$ cat src/rtl/q78cx_pkg.sv
// Package with operation codes, constants and stage payload types of the Q7.8 unit.
`timescale 1ns / 1ps

package q78cx_pkg;

    typedef enum logic [2:0] {
        OP_ADD     = 3'd0,
        OP_SUB     = 3'd1,
        OP_MUL     = 3'd2,
        OP_CADD    = 3'd3,
        OP_CSUB    = 3'd4,
        OP_CMUL    = 3'd5,
        OP_F2X     = 3'd6,
        OP_X2F     = 3'd7
    } op_t;

    typedef enum logic [1:0] {
        F2X_ZERO = 2'd0,
        F2X_SAT  = 2'd1,
        F2X_NORM = 2'd2
    } f2x_class_t;

    localparam logic [15:0] Q_MAX          = 16'h7FFF;
    localparam logic [15:0] Q_MIN          = 16'h8000;
    localparam logic [7:0]  EXP_SPECIAL    = 8'hFF;
    localparam logic [7:0]  F2X_EXP_LIMIT  = 8'd142;
    localparam logic [7:0]  F2X_SHIFT_MAX  = 8'd25;
    localparam logic [7:0]  X2F_EXP_OFFSET = 8'd119;
    localparam logic [4:0]  X2F_TOP_BIT    = 5'd23;

    typedef struct packed {
        op_t                op;
        logic signed [31:0] p_rr;
        logic signed [31:0] p_ii;
        logic signed [31:0] p_ri;
        logic signed [31:0] p_ir;
        logic [15:0]        sum_re;
        logic [15:0]        sum_im;
        f2x_class_t         f_class;
        logic               f_neg;
        logic [23:0]        f_t;
        logic               x_neg;
        logic [15:0]        x_mag;
        logic [3:0]         x_p;
    } s1_t;

    typedef struct packed {
        op_t         op;
        logic [15:0] q_rr;
        logic [15:0] q_ii;
        logic [15:0] q_ri;
        logic [15:0] q_ir;
        logic [15:0] sum_re;
        logic [15:0] sum_im;
        logic [15:0] f2x_val;
        logic [31:0] float_bits;
    } s2_t;

endpackage

$ cat src/rtl/q78cx_front.sv
// First pipeline stage: products, add and subtract, and decoding for both conversions.
`timescale 1ns / 1ps

module q78cx_front (
    input  logic               clk,
    input  logic               rst_n,
    input  logic               in_valid,
    output logic               in_ready,
    input  q78cx_pkg::op_t     op,
    input  logic signed [15:0] a_real,
    input  logic signed [15:0] a_imag,
    input  logic signed [15:0] b_real,
    input  logic signed [15:0] b_imag,
    input  logic [31:0]        float_in,
    output logic               out_valid,
    input  logic               out_ready,
    output q78cx_pkg::s1_t     out_data
);

    logic           valid_reg;
    q78cx_pkg::s1_t data_reg;
    q78cx_pkg::s1_t data_next;

    logic [7:0]  exp_raw;
    logic [22:0] man_raw;
    logic [23:0] sig;
    logic [7:0]  exp_adj;
    logic [7:0]  shift;
    logic [4:0]  shift_m1;
    logic [15:0] mag;

    assign in_ready  = !valid_reg || out_ready;
    assign out_valid = valid_reg;
    assign out_data  = data_reg;

    assign exp_raw  = float_in[30:23];
    assign man_raw  = float_in[22:0];
    assign sig      = (exp_raw == 8'd0) ? {1'b0, man_raw} : {1'b1, man_raw};
    assign exp_adj  = (exp_raw == 8'd0) ? 8'd1 : exp_raw;
    assign shift    = q78cx_pkg::F2X_EXP_LIMIT - exp_adj;
    assign shift_m1 = 5'(shift - 8'd1);
    assign mag      = a_real[15] ? 16'(-a_real) : 16'(a_real);

    always_comb
    begin
        data_next         = '0;
        data_next.op      = op;
        data_next.p_rr    = a_real * b_real;
        data_next.p_ii    = a_imag * b_imag;
        data_next.p_ri    = a_real * b_imag;
        data_next.p_ir    = a_imag * b_real;
        if (op == q78cx_pkg::OP_SUB || op == q78cx_pkg::OP_CSUB)
        begin
            data_next.sum_re = 16'(a_real - b_real);
            data_next.sum_im = 16'(a_imag - b_imag);
        end
        else
        begin
            data_next.sum_re = 16'(a_real + b_real);
            data_next.sum_im = 16'(a_imag + b_imag);
        end

        data_next.f_neg = float_in[31];
        data_next.f_t   = sig >> shift_m1;
        if (exp_raw == q78cx_pkg::EXP_SPECIAL)
        begin
            data_next.f_class = (man_raw != 23'd0) ? q78cx_pkg::F2X_ZERO : q78cx_pkg::F2X_SAT;
        end
        else if (exp_adj >= q78cx_pkg::F2X_EXP_LIMIT)
        begin
            data_next.f_class = (sig == 24'd0) ? q78cx_pkg::F2X_ZERO : q78cx_pkg::F2X_SAT;
        end
        else if (shift >= q78cx_pkg::F2X_SHIFT_MAX)
        begin
            data_next.f_class = q78cx_pkg::F2X_ZERO;
        end
        else
        begin
            data_next.f_class = q78cx_pkg::F2X_NORM;
        end

        data_next.x_neg = a_real[15];
        data_next.x_mag = mag;
        data_next.x_p   = 4'd0;
        for (int i = 1; i < 16; i++)
        begin
            if (mag[i])
            begin
                data_next.x_p = 4'(i);
            end
        end
    end

    always_ff @(posedge clk or negedge rst_n)
    begin
        if (!rst_n)
        begin
            valid_reg <= 1'b0;
        end
        else if (in_ready)
        begin
            valid_reg <= in_valid;
        end
    end

    always_ff @(posedge clk)
    begin
        if (in_valid && in_ready)
        begin
            data_reg <= data_next;
        end
    end

endmodule

$ cat src/rtl/q78cx_mid.sv
// Second pipeline stage: product saturation, float rounding and float packing.
`timescale 1ns / 1ps

module q78cx_mid (
    input  logic           clk,
    input  logic           rst_n,
    input  logic           in_valid,
    output logic           in_ready,
    input  q78cx_pkg::s1_t in_data,
    output logic           out_valid,
    input  logic           out_ready,
    output q78cx_pkg::s2_t out_data
);

    logic           valid_reg;
    q78cx_pkg::s2_t data_reg;
    q78cx_pkg::s2_t data_next;

    logic [23:0] f_mag;
    logic [7:0]  x_exp;
    logic [4:0]  x_shamt;
    logic [23:0] x_norm;

    // Floor shift by eight fraction bits, then clamp to the Q7.8 range.
    function automatic logic [15:0] sat_product(input logic signed [31:0] p);
        logic [15:0] r;
        if (p[31:23] == 9'h000 || p[31:23] == 9'h1FF)
        begin
            r = p[23:8];
        end
        else
        begin
            r = p[31] ? q78cx_pkg::Q_MIN : q78cx_pkg::Q_MAX;
        end
        return r;
    endfunction

    assign in_ready  = !valid_reg || out_ready;
    assign out_valid = valid_reg;
    assign out_data  = data_reg;

    assign f_mag   = 24'(({1'b0, in_data.f_t} + 25'd1) >> 1);
    assign x_exp   = {4'd0, in_data.x_p} + q78cx_pkg::X2F_EXP_OFFSET;
    assign x_shamt = q78cx_pkg::X2F_TOP_BIT - {1'b0, in_data.x_p};
    assign x_norm  = {8'd0, in_data.x_mag} << x_shamt;

    always_comb
    begin
        data_next        = '0;
        data_next.op     = in_data.op;
        data_next.q_rr   = sat_product(in_data.p_rr);
        data_next.q_ii   = sat_product(in_data.p_ii);
        data_next.q_ri   = sat_product(in_data.p_ri);
        data_next.q_ir   = sat_product(in_data.p_ir);
        data_next.sum_re = in_data.sum_re;
        data_next.sum_im = in_data.sum_im;

        case (in_data.f_class)
            q78cx_pkg::F2X_SAT:
            begin
                data_next.f2x_val = in_data.f_neg ? q78cx_pkg::Q_MIN : q78cx_pkg::Q_MAX;
            end
            q78cx_pkg::F2X_NORM:
            begin
                if (in_data.f_neg)
                begin
                    data_next.f2x_val = (f_mag > 24'd32768) ? q78cx_pkg::Q_MIN
                                                             : 16'(-f_mag[15:0]);
                end
                else
                begin
                    data_next.f2x_val = (f_mag > 24'd32767) ? q78cx_pkg::Q_MAX : f_mag[15:0];
                end
            end
            default:
            begin
                data_next.f2x_val = 16'd0;
            end
        endcase

        if (in_data.x_mag == 16'd0)
        begin
            data_next.float_bits = 32'd0;
        end
        else
        begin
            data_next.float_bits = {in_data.x_neg, x_exp, x_norm[22:0]};
        end
    end

    always_ff @(posedge clk or negedge rst_n)
    begin
        if (!rst_n)
        begin
            valid_reg <= 1'b0;
        end
        else if (in_ready)
        begin
            valid_reg <= in_valid;
        end
    end

    always_ff @(posedge clk)
    begin
        if (in_valid && in_ready)
        begin
            data_reg <= data_next;
        end
    end

endmodule

$ cat src/rtl/q78cx_back.sv
// Third pipeline stage: complex combine, result selection and the output register.
`timescale 1ns / 1ps

module q78cx_back (
    input  logic               clk,
    input  logic               rst_n,
    input  logic               in_valid,
    output logic               in_ready,
    input  q78cx_pkg::s2_t     in_data,
    output logic               out_valid,
    input  logic               out_ready,
    output logic signed [15:0] result_real,
    output logic signed [15:0] result_imag,
    output logic [31:0]        float_out
);

    logic        valid_reg;
    logic [15:0] re_reg;
    logic [15:0] re_next;
    logic [15:0] im_reg;
    logic [15:0] im_next;
    logic [31:0] fo_reg;
    logic [31:0] fo_next;

    assign in_ready    = !valid_reg || out_ready;
    assign out_valid   = valid_reg;
    assign result_real = re_reg;
    assign result_imag = im_reg;
    assign float_out   = fo_reg;

    always_comb
    begin
        re_next = 16'd0;
        im_next = 16'd0;
        fo_next = 32'd0;
        case (in_data.op)
            q78cx_pkg::OP_ADD, q78cx_pkg::OP_SUB:
            begin
                re_next = in_data.sum_re;
            end
            q78cx_pkg::OP_MUL:
            begin
                re_next = in_data.q_rr;
            end
            q78cx_pkg::OP_CADD, q78cx_pkg::OP_CSUB:
            begin
                re_next = in_data.sum_re;
                im_next = in_data.sum_im;
            end
            q78cx_pkg::OP_CMUL:
            begin
                re_next = in_data.q_rr - in_data.q_ii;
                im_next = in_data.q_ri + in_data.q_ir;
            end
            q78cx_pkg::OP_F2X:
            begin
                re_next = in_data.f2x_val;
            end
            q78cx_pkg::OP_X2F:
            begin
                fo_next = in_data.float_bits;
            end
            default:
            begin
                re_next = 16'd0;
            end
        endcase
    end

    always_ff @(posedge clk or negedge rst_n)
    begin
        if (!rst_n)
        begin
            valid_reg <= 1'b0;
        end
        else if (in_ready)
        begin
            valid_reg <= in_valid;
        end
    end

    always_ff @(posedge clk)
    begin
        if (in_valid && in_ready)
        begin
            re_reg <= re_next;
            im_reg <= im_next;
            fo_reg <= fo_next;
        end
    end

endmodule

$ cat src/rtl/q7_8_complex_fixed_point_alu.sv
// Top level of the pipelined signed Q7.8 complex arithmetic unit.
`timescale 1ns / 1ps

// The input channel (in_valid, in_ready) takes one item per cycle when not stalled:
// an operation code, two complex Q7.8 operands and an IEEE single pattern. The output
// channel (out_valid, out_ready) returns one result item for each input item, in order.
// An item accepted into the front stage register passes the mid stage register
// and shows from the back stage output register; throughput is one item per
// cycle while out_ready stays high. The three stages are: the four 16x16
// multipliers with operand decoding, the product saturation with float rounding
// and packing, and the complex combine with the output register.
// Each stage holds its own valid bit and is ready when empty or when the next
// stage moves, so a stalled receiver backs the pipeline up stage by stage and
// bubbles are squeezed out; in_ready falls only when all three stages are full.
// Reset clears the valid bits, so no item is offered after reset.

module q7_8_complex_fixed_point_alu (
    input  logic               clk,
    input  logic               rst_n,
    input  logic               in_valid,
    output logic               in_ready,
    input  logic [2:0]         operation,
    input  logic signed [15:0] a_real,
    input  logic signed [15:0] a_imag,
    input  logic signed [15:0] b_real,
    input  logic signed [15:0] b_imag,
    input  logic [31:0]        float_in,
    output logic               out_valid,
    input  logic               out_ready,
    output logic signed [15:0] result_real,
    output logic signed [15:0] result_imag,
    output logic [31:0]        float_out
);

    logic           s1_valid;
    logic           s1_ready;
    q78cx_pkg::s1_t s1_data;
    logic           s2_valid;
    logic           s2_ready;
    q78cx_pkg::s2_t s2_data;

    q78cx_front u_front (
        .clk       (clk),
        .rst_n     (rst_n),
        .in_valid  (in_valid),
        .in_ready  (in_ready),
        .op        (q78cx_pkg::op_t'(operation)),
        .a_real    (a_real),
        .a_imag    (a_imag),
        .b_real    (b_real),
        .b_imag    (b_imag),
        .float_in  (float_in),
        .out_valid (s1_valid),
        .out_ready (s1_ready),
        .out_data  (s1_data)
    );

    q78cx_mid u_mid (
        .clk       (clk),
        .rst_n     (rst_n),
        .in_valid  (s1_valid),
        .in_ready  (s1_ready),
        .in_data   (s1_data),
        .out_valid (s2_valid),
        .out_ready (s2_ready),
        .out_data  (s2_data)
    );

    q78cx_back u_back (
        .clk         (clk),
        .rst_n       (rst_n),
        .in_valid    (s2_valid),
        .in_ready    (s2_ready),
        .in_data     (s2_data),
        .out_valid   (out_valid),
        .out_ready   (out_ready),
        .result_real (result_real),
        .result_imag (result_imag),
        .float_out   (float_out)
    );

endmodule

$ cat config.mk
export PLATFORM = sky130hd
export DESIGN_NAME = q7_8_complex_fixed_point_alu
export DESIGN_NICKNAME = d
export VERILOG_FILES = /design/src/rtl/q78cx_pkg.sv /design/src/rtl/q78cx_front.sv /design/src/rtl/q78cx_mid.sv /design/src/rtl/q78cx_back.sv /design/src/rtl/q7_8_complex_fixed_point_alu.sv
export SDC_FILE = /design/constraint.sdc
export NUM_CORES = 2
export LEC_CHECK = 0
export ABC_AREA = 1
export BUFFER_PORTS_ARGS = -buffer_cell sky130_fd_sc_hd__buf_2
export CORE_ASPECT_RATIO = 1.4
export CORE_MARGIN = 2
export CORE_UTILIZATION = 65
export CTS_BUF_LIST = sky130_fd_sc_hd__clkbuf_4
export DETAILED_ROUTE_END_ITERATION = 7
export GPL_TIMING_DRIVEN = 0
export PLACE_DENSITY = 0.89
export SYNTH_ARGS = -nofsm -noshare
export SYNTH_HDL_FRONTEND = slang
export SYNTH_SLANG_ARGS = --single-unit
$ cat constraint.sdc
create_clock -name clk -period 7.9 [get_ports clk]
set_input_delay 0.79 -clock clk [delete_from_list [all_inputs] [get_ports clk]]
set_output_delay 0.79 -clock clk [all_outputs]
set_load 0.005 [all_outputs]
==> impl_summary.md <==
Clock tree
The maximum root-to-sink buffer count is 3. The clock tree from TritonCTS is yes. The TritonCTS buffer count is 88.

The clock latency on the worst-skew pair is 0.97 ns. The setup fix buffers added after clock tree synthesis is 0. The root buffer cell is sky130_fd_sc_hd__clkbuf_4.

The H-tree level count is 3. Clock-pin slew was measured on the worst setup and hold paths at 0.08 ns. The number of sinks handled by clock tree synthesis is 391.

GRT
The busiest layer in global routing is met2. The met1 layer usage reported by global route is 0.4585. The maximum number of pins on one net before global-route repair is 105. For met3 alone, demand over resource in global routing was 0.1457. The number of global-route vias before repair is 54,150.

The first global-routing pass estimated 313.7 mm of wire. The initial antenna violation count is 34. The met2 track demand over resource is 0.7135. The total overflow left after global routing is 0. The aggregate global-route resource usage is 0.4425.

Synthesis
The average footprint of a synthesized cell is 8.279 sq um. The post-synthesis sequential area ratio is 0.1903. After technology mapping, the gate count stands at 7,443. The number of different library cells used by synthesis comes to 59. The count of flip-flops with a built-in enable after synthesis is 388.

In the synthesized netlist the dominant register cell turns out to be sky130_fd_sc_hd__edfxtp_1. The synthesized netlist occupies a cell area of 61,620 sq um. The share of flip-flops with an asynchronous set or reset is 0.007673. The synthesized design contains 391 register bits.

The total of warnings raised by yosys is 0.

Routing
The first routing iteration left 4,678 violations. Summed over all layers, the routed wires come to 209.3 mm. After detailed routing, the number of vias per cell comes to 5.767.

The average detailed-routed wire length per instance is 23.29 microns. The post-detailed-route count of antenna-violating nets is 0. The total iterations of the first detailed-routing run is 7. For this block, the via count after detailed routing is 51,840. The number of design rule violations left after detail routing is 0.

Outcome
The flow ran to the end, but the final reports show violations. The checks that failed: capacitance limit, slew limit.

Floorplanning
From left edge to right edge, the die measures 264.2 microns. The overall die area is 97,320 sq um. The I/O pin count is 169.

In this run the standard cell core region covers 94,020 sq um. The initial core utilization is 0.6554. The cell row count is 133. The floorplan step set the die height to 368.3 microns.

Job
The tool flagged a number of max-cap violations equal to 1.

STA
The worst relative slew slack is -0.02947. Timing would allow up to 131.7 MHz. The clock period minus final worst setup slack is 7.594 ns. For the pin with the worst max-slew slack, the measured transition is 1.544 ns. The final count of hold timing violations was 0. The share of the clock period used by the worst path after layout is 0.9612. Hold is met by 0.1619 ns.

In the final timing run, aggregate negative setup slack is 0 ns. The largest clock skew in the final design is 0.1164 ns. The number of pins exceeding their max-slew limit in the final report is 11. In the post-route analysis, the smallest setup slack over all paths is 0.3063 ns. Setup violations remaining at the end of the flow were counted as 0. Setup repair after global routing left no endpoint under its margin.

Worst setup path
In this run the worst setup path terminates at u_front.out_data[204]. The setup slack of the worst register-to-register path is 4.95 ns. Counting cells, the worst reg-to-reg path comes to 14. STA classifies the critical path startpoint as an input pin.

The critical path data arrival time is 8.33 ns. The worst register-to-register path begins at u_front.out_data[22]. The critical path starts at a_real[15].

The worst setup path is captured at a flip-flop. The critical-path maximum fanout is 10. The critical path in this run is classified as in2reg.

The data required time of the critical path is 8.64 ns. The worst reg2reg path endpoint is u_mid.out_data[43].

Placement
Once detailed placement completed, the half-perimeter wirelength came to 170.5 mm. The instance count after placement with tap cells included is 8,805. Routability-driven placement finished with a final weighted congestion of 1.085.

The number of buffers inserted by port buffering is 137. Before CTS, the worst setup slack after placement is -0.6566 ns.

Layout
The area used by multi-input combinational logic is 41,230 sq um. At the end of the flow, the number of nets in the layout was 9,224. Leaving out fill and tap cells, the most frequent cell in the layout is sky130_fd_sc_hd__inv_1.

The growth of design area from synthesis to finish is 5.864%. The area taken by flip-flops and latches is 11,730 sq um. The top cell types in the final layout, fill and taps aside, are 2,002 x sky130_fd_sc_hd__inv_1, 1,754 x sky130_fd_sc_hd__nand2_1, 1,048 x sky130_fd_sc_hd__fa_1. Of the cells placed in the final design, the portion with a size suffix greater than 1 is 0.04416. The number of standard cells in the layout, taps in and fillers out is 8,990. The number of fill cells is 7,503.

Hold path
The path class of the tightest hold or removal check is in2reg.
[cells in the mapped netlist, types with 7 or more instances]
master | instances | area, sq um
sky130_fd_sc_hd__xor2_1 | 148 | 1296
sky130_fd_sc_hd__a21o_1 | 17 | 127.6
sky130_fd_sc_hd__xnor2_1 | 72 | 630.6
sky130_fd_sc_hd__clkbuf_1 | 250 | 938.4
sky130_fd_sc_hd__or2_2 | 8 | 50.05
sky130_fd_sc_hd__o21bai_1 | 18 | 135.1
sky130_fd_sc_hd__inv_2 | 7 | 26.28
sky130_fd_sc_hd__mux2i_1 | 8 | 80.08
sky130_fd_sc_hd__a21oi_1 | 246 | 1231
sky130_fd_sc_hd__nor3_1 | 51 | 255.2
sky130_fd_sc_hd__nand4_1 | 54 | 337.8
sky130_fd_sc_hd__a31oi_1 | 19 | 118.9
sky130_fd_sc_hd__nor2_1 | 355 | 1333
sky130_fd_sc_hd__nand2_2 | 12 | 75.07
sky130_fd_sc_hd__o211ai_1 | 15 | 112.6
sky130_fd_sc_hd__nand3_1 | 138 | 690.7
sky130_fd_sc_hd__o21ai_1 | 7 | 35.03
sky130_fd_sc_hd__edfxtp_1 | 388 | 11650
sky130_fd_sc_hd__ha_1 | 388 | 4855
sky130_fd_sc_hd__nor4_1 | 29 | 181.4
sky130_fd_sc_hd__buf_2 | 12 | 60.06
sky130_fd_sc_hd__buf_1 | 27 | 101.4
sky130_fd_sc_hd__inv_1 | 2004 | 7522
sky130_fd_sc_hd__a21boi_0 | 9 | 67.56
sky130_fd_sc_hd__fa_1 | 1048 | 20980
sky130_fd_sc_hd__o21a_1 | 15 | 112.6
sky130_fd_sc_hd__nand2_1 | 1754 | 6584
sky130_fd_sc_hd__clkinv_1 | 9 | 33.78
sky130_fd_sc_hd__o21ai_0 | 256 | 1281
[logic make-up (layout without fill, tap and decap cells)]
| group | count (synthesis) | after routing | share of synthesized area |
|---|---|---|---|
| simple gates | 2432 | 2432 | 0.1587 |
| buf+inv | 2312 | 2607 | 0.1413 |
| fa+ha+maj | 1436 | 1436 | 0.4192 |
| compound gates | 642 | 642 | 0.05766 |
| flops | 391 | 391 | 0.1903 |
| xor+xnor | 221 | 221 | 0.03153 |
| mux | 8 | 8 | 0.001300 |
| other cells | 1 | 38 | 0.00006085 |
[final cells by class]
cell class,count,area share
Buffer,292,0.01732
Inverter,2020,0.1164
Timing Repair Buffer,145,0.01243
Tap cell,1215,0.02330
Sequential cell,391,0.1797
Clock inverter,38,0.004737
Antenna cell,30,0.001151
Clock buffer,112,0.01289
Multi-Input combinational cell,4747,0.6320
[repair_timing]
| action | CTS | global route |
|---|---|---|
| endpoints found under the setup margin | 0 | 9 |
| gates resized for setup | 0 | 5 |
| hold buffers | 5 | 0 |
| endpoints found under the hold margin | 7 | 0 |
[worst min-delay path by stage]
stage,from,to,slack [ns],cells past startpoint
final,a_real[15],u_front.out_data[20],0.16,1
after global routing,a_real[15],u_front.out_data[20],0.11,1
after CTS,a_real[15],u_front.out_data[20],0.05,1
after detailed placement,u_front.out_data[54],u_mid.out_data[54],0.41,0
after global placement,u_front.out_data[72],u_mid.out_data[72],0.40,0
after floorplan,u_front.out_data[208],u_mid.out_data[144],0.40,0
[layer usage]
layer,share of wire,wire [microns]
met1,0.31,64330
met2,0.47,97490
met3,0.12,24150
met4,0.11,23190
met5,0.00081,169
[metrics by stage]
step           cell area (sq um)    util
2_1_floorplan              61650       -
3_3_place_gp               63860  0.6792
3_5_place_dp               63950  0.6802
4_1_cts                    65150  0.6930
5_1_grt                    65190  0.6933
6_report                   65240  0.6938
[flip-flops by register name (all words and copies together), names as in the netlist]
signal,flops
u_front.out_data,179
u_mid.out_data,146
u_back.float_out,31
u_back.result_imag,16
u_back.result_real,16
u_back.out_valid,1
u_front.out_valid,1
u_mid.out_valid,1
[worst max-delay path, cell delays in order]
cell and delay, ns:
sky130_fd_sc_hd__buf_2 0.14, sky130_fd_sc_hd__clkbuf_1 0.34, sky130_fd_sc_hd__clkbuf_2 0.55, sky130_fd_sc_hd__clkdlybuf4s15_1 0.86, sky130_fd_sc_hd__nand2_1 0.22, sky130_fd_sc_hd__inv_1 0.22
sky130_fd_sc_hd__fa_1 0.57, sky130_fd_sc_hd__fa_1 0.99, sky130_fd_sc_hd__fa_1 0.55, sky130_fd_sc_hd__fa_1 0.52, sky130_fd_sc_hd__fa_1 0.50, sky130_fd_sc_hd__inv_1 0.05
sky130_fd_sc_hd__fa_1 0.62, sky130_fd_sc_hd__inv_1 0.07, sky130_fd_sc_hd__ha_1 0.37, sky130_fd_sc_hd__nand2_1 0.12, sky130_fd_sc_hd__nor2_1 0.21, sky130_fd_sc_hd__inv_1 0.08
sky130_fd_sc_hd__nor3_1 0.22, sky130_fd_sc_hd__nand3_1 0.13, sky130_fd_sc_hd__nand2_1 0.11, sky130_fd_sc_hd__xor2_1 0.07
Power is left out: the tool's default activity adds up to more than one toggle a clock period on the data nets, which glitch-free logic cannot reach.
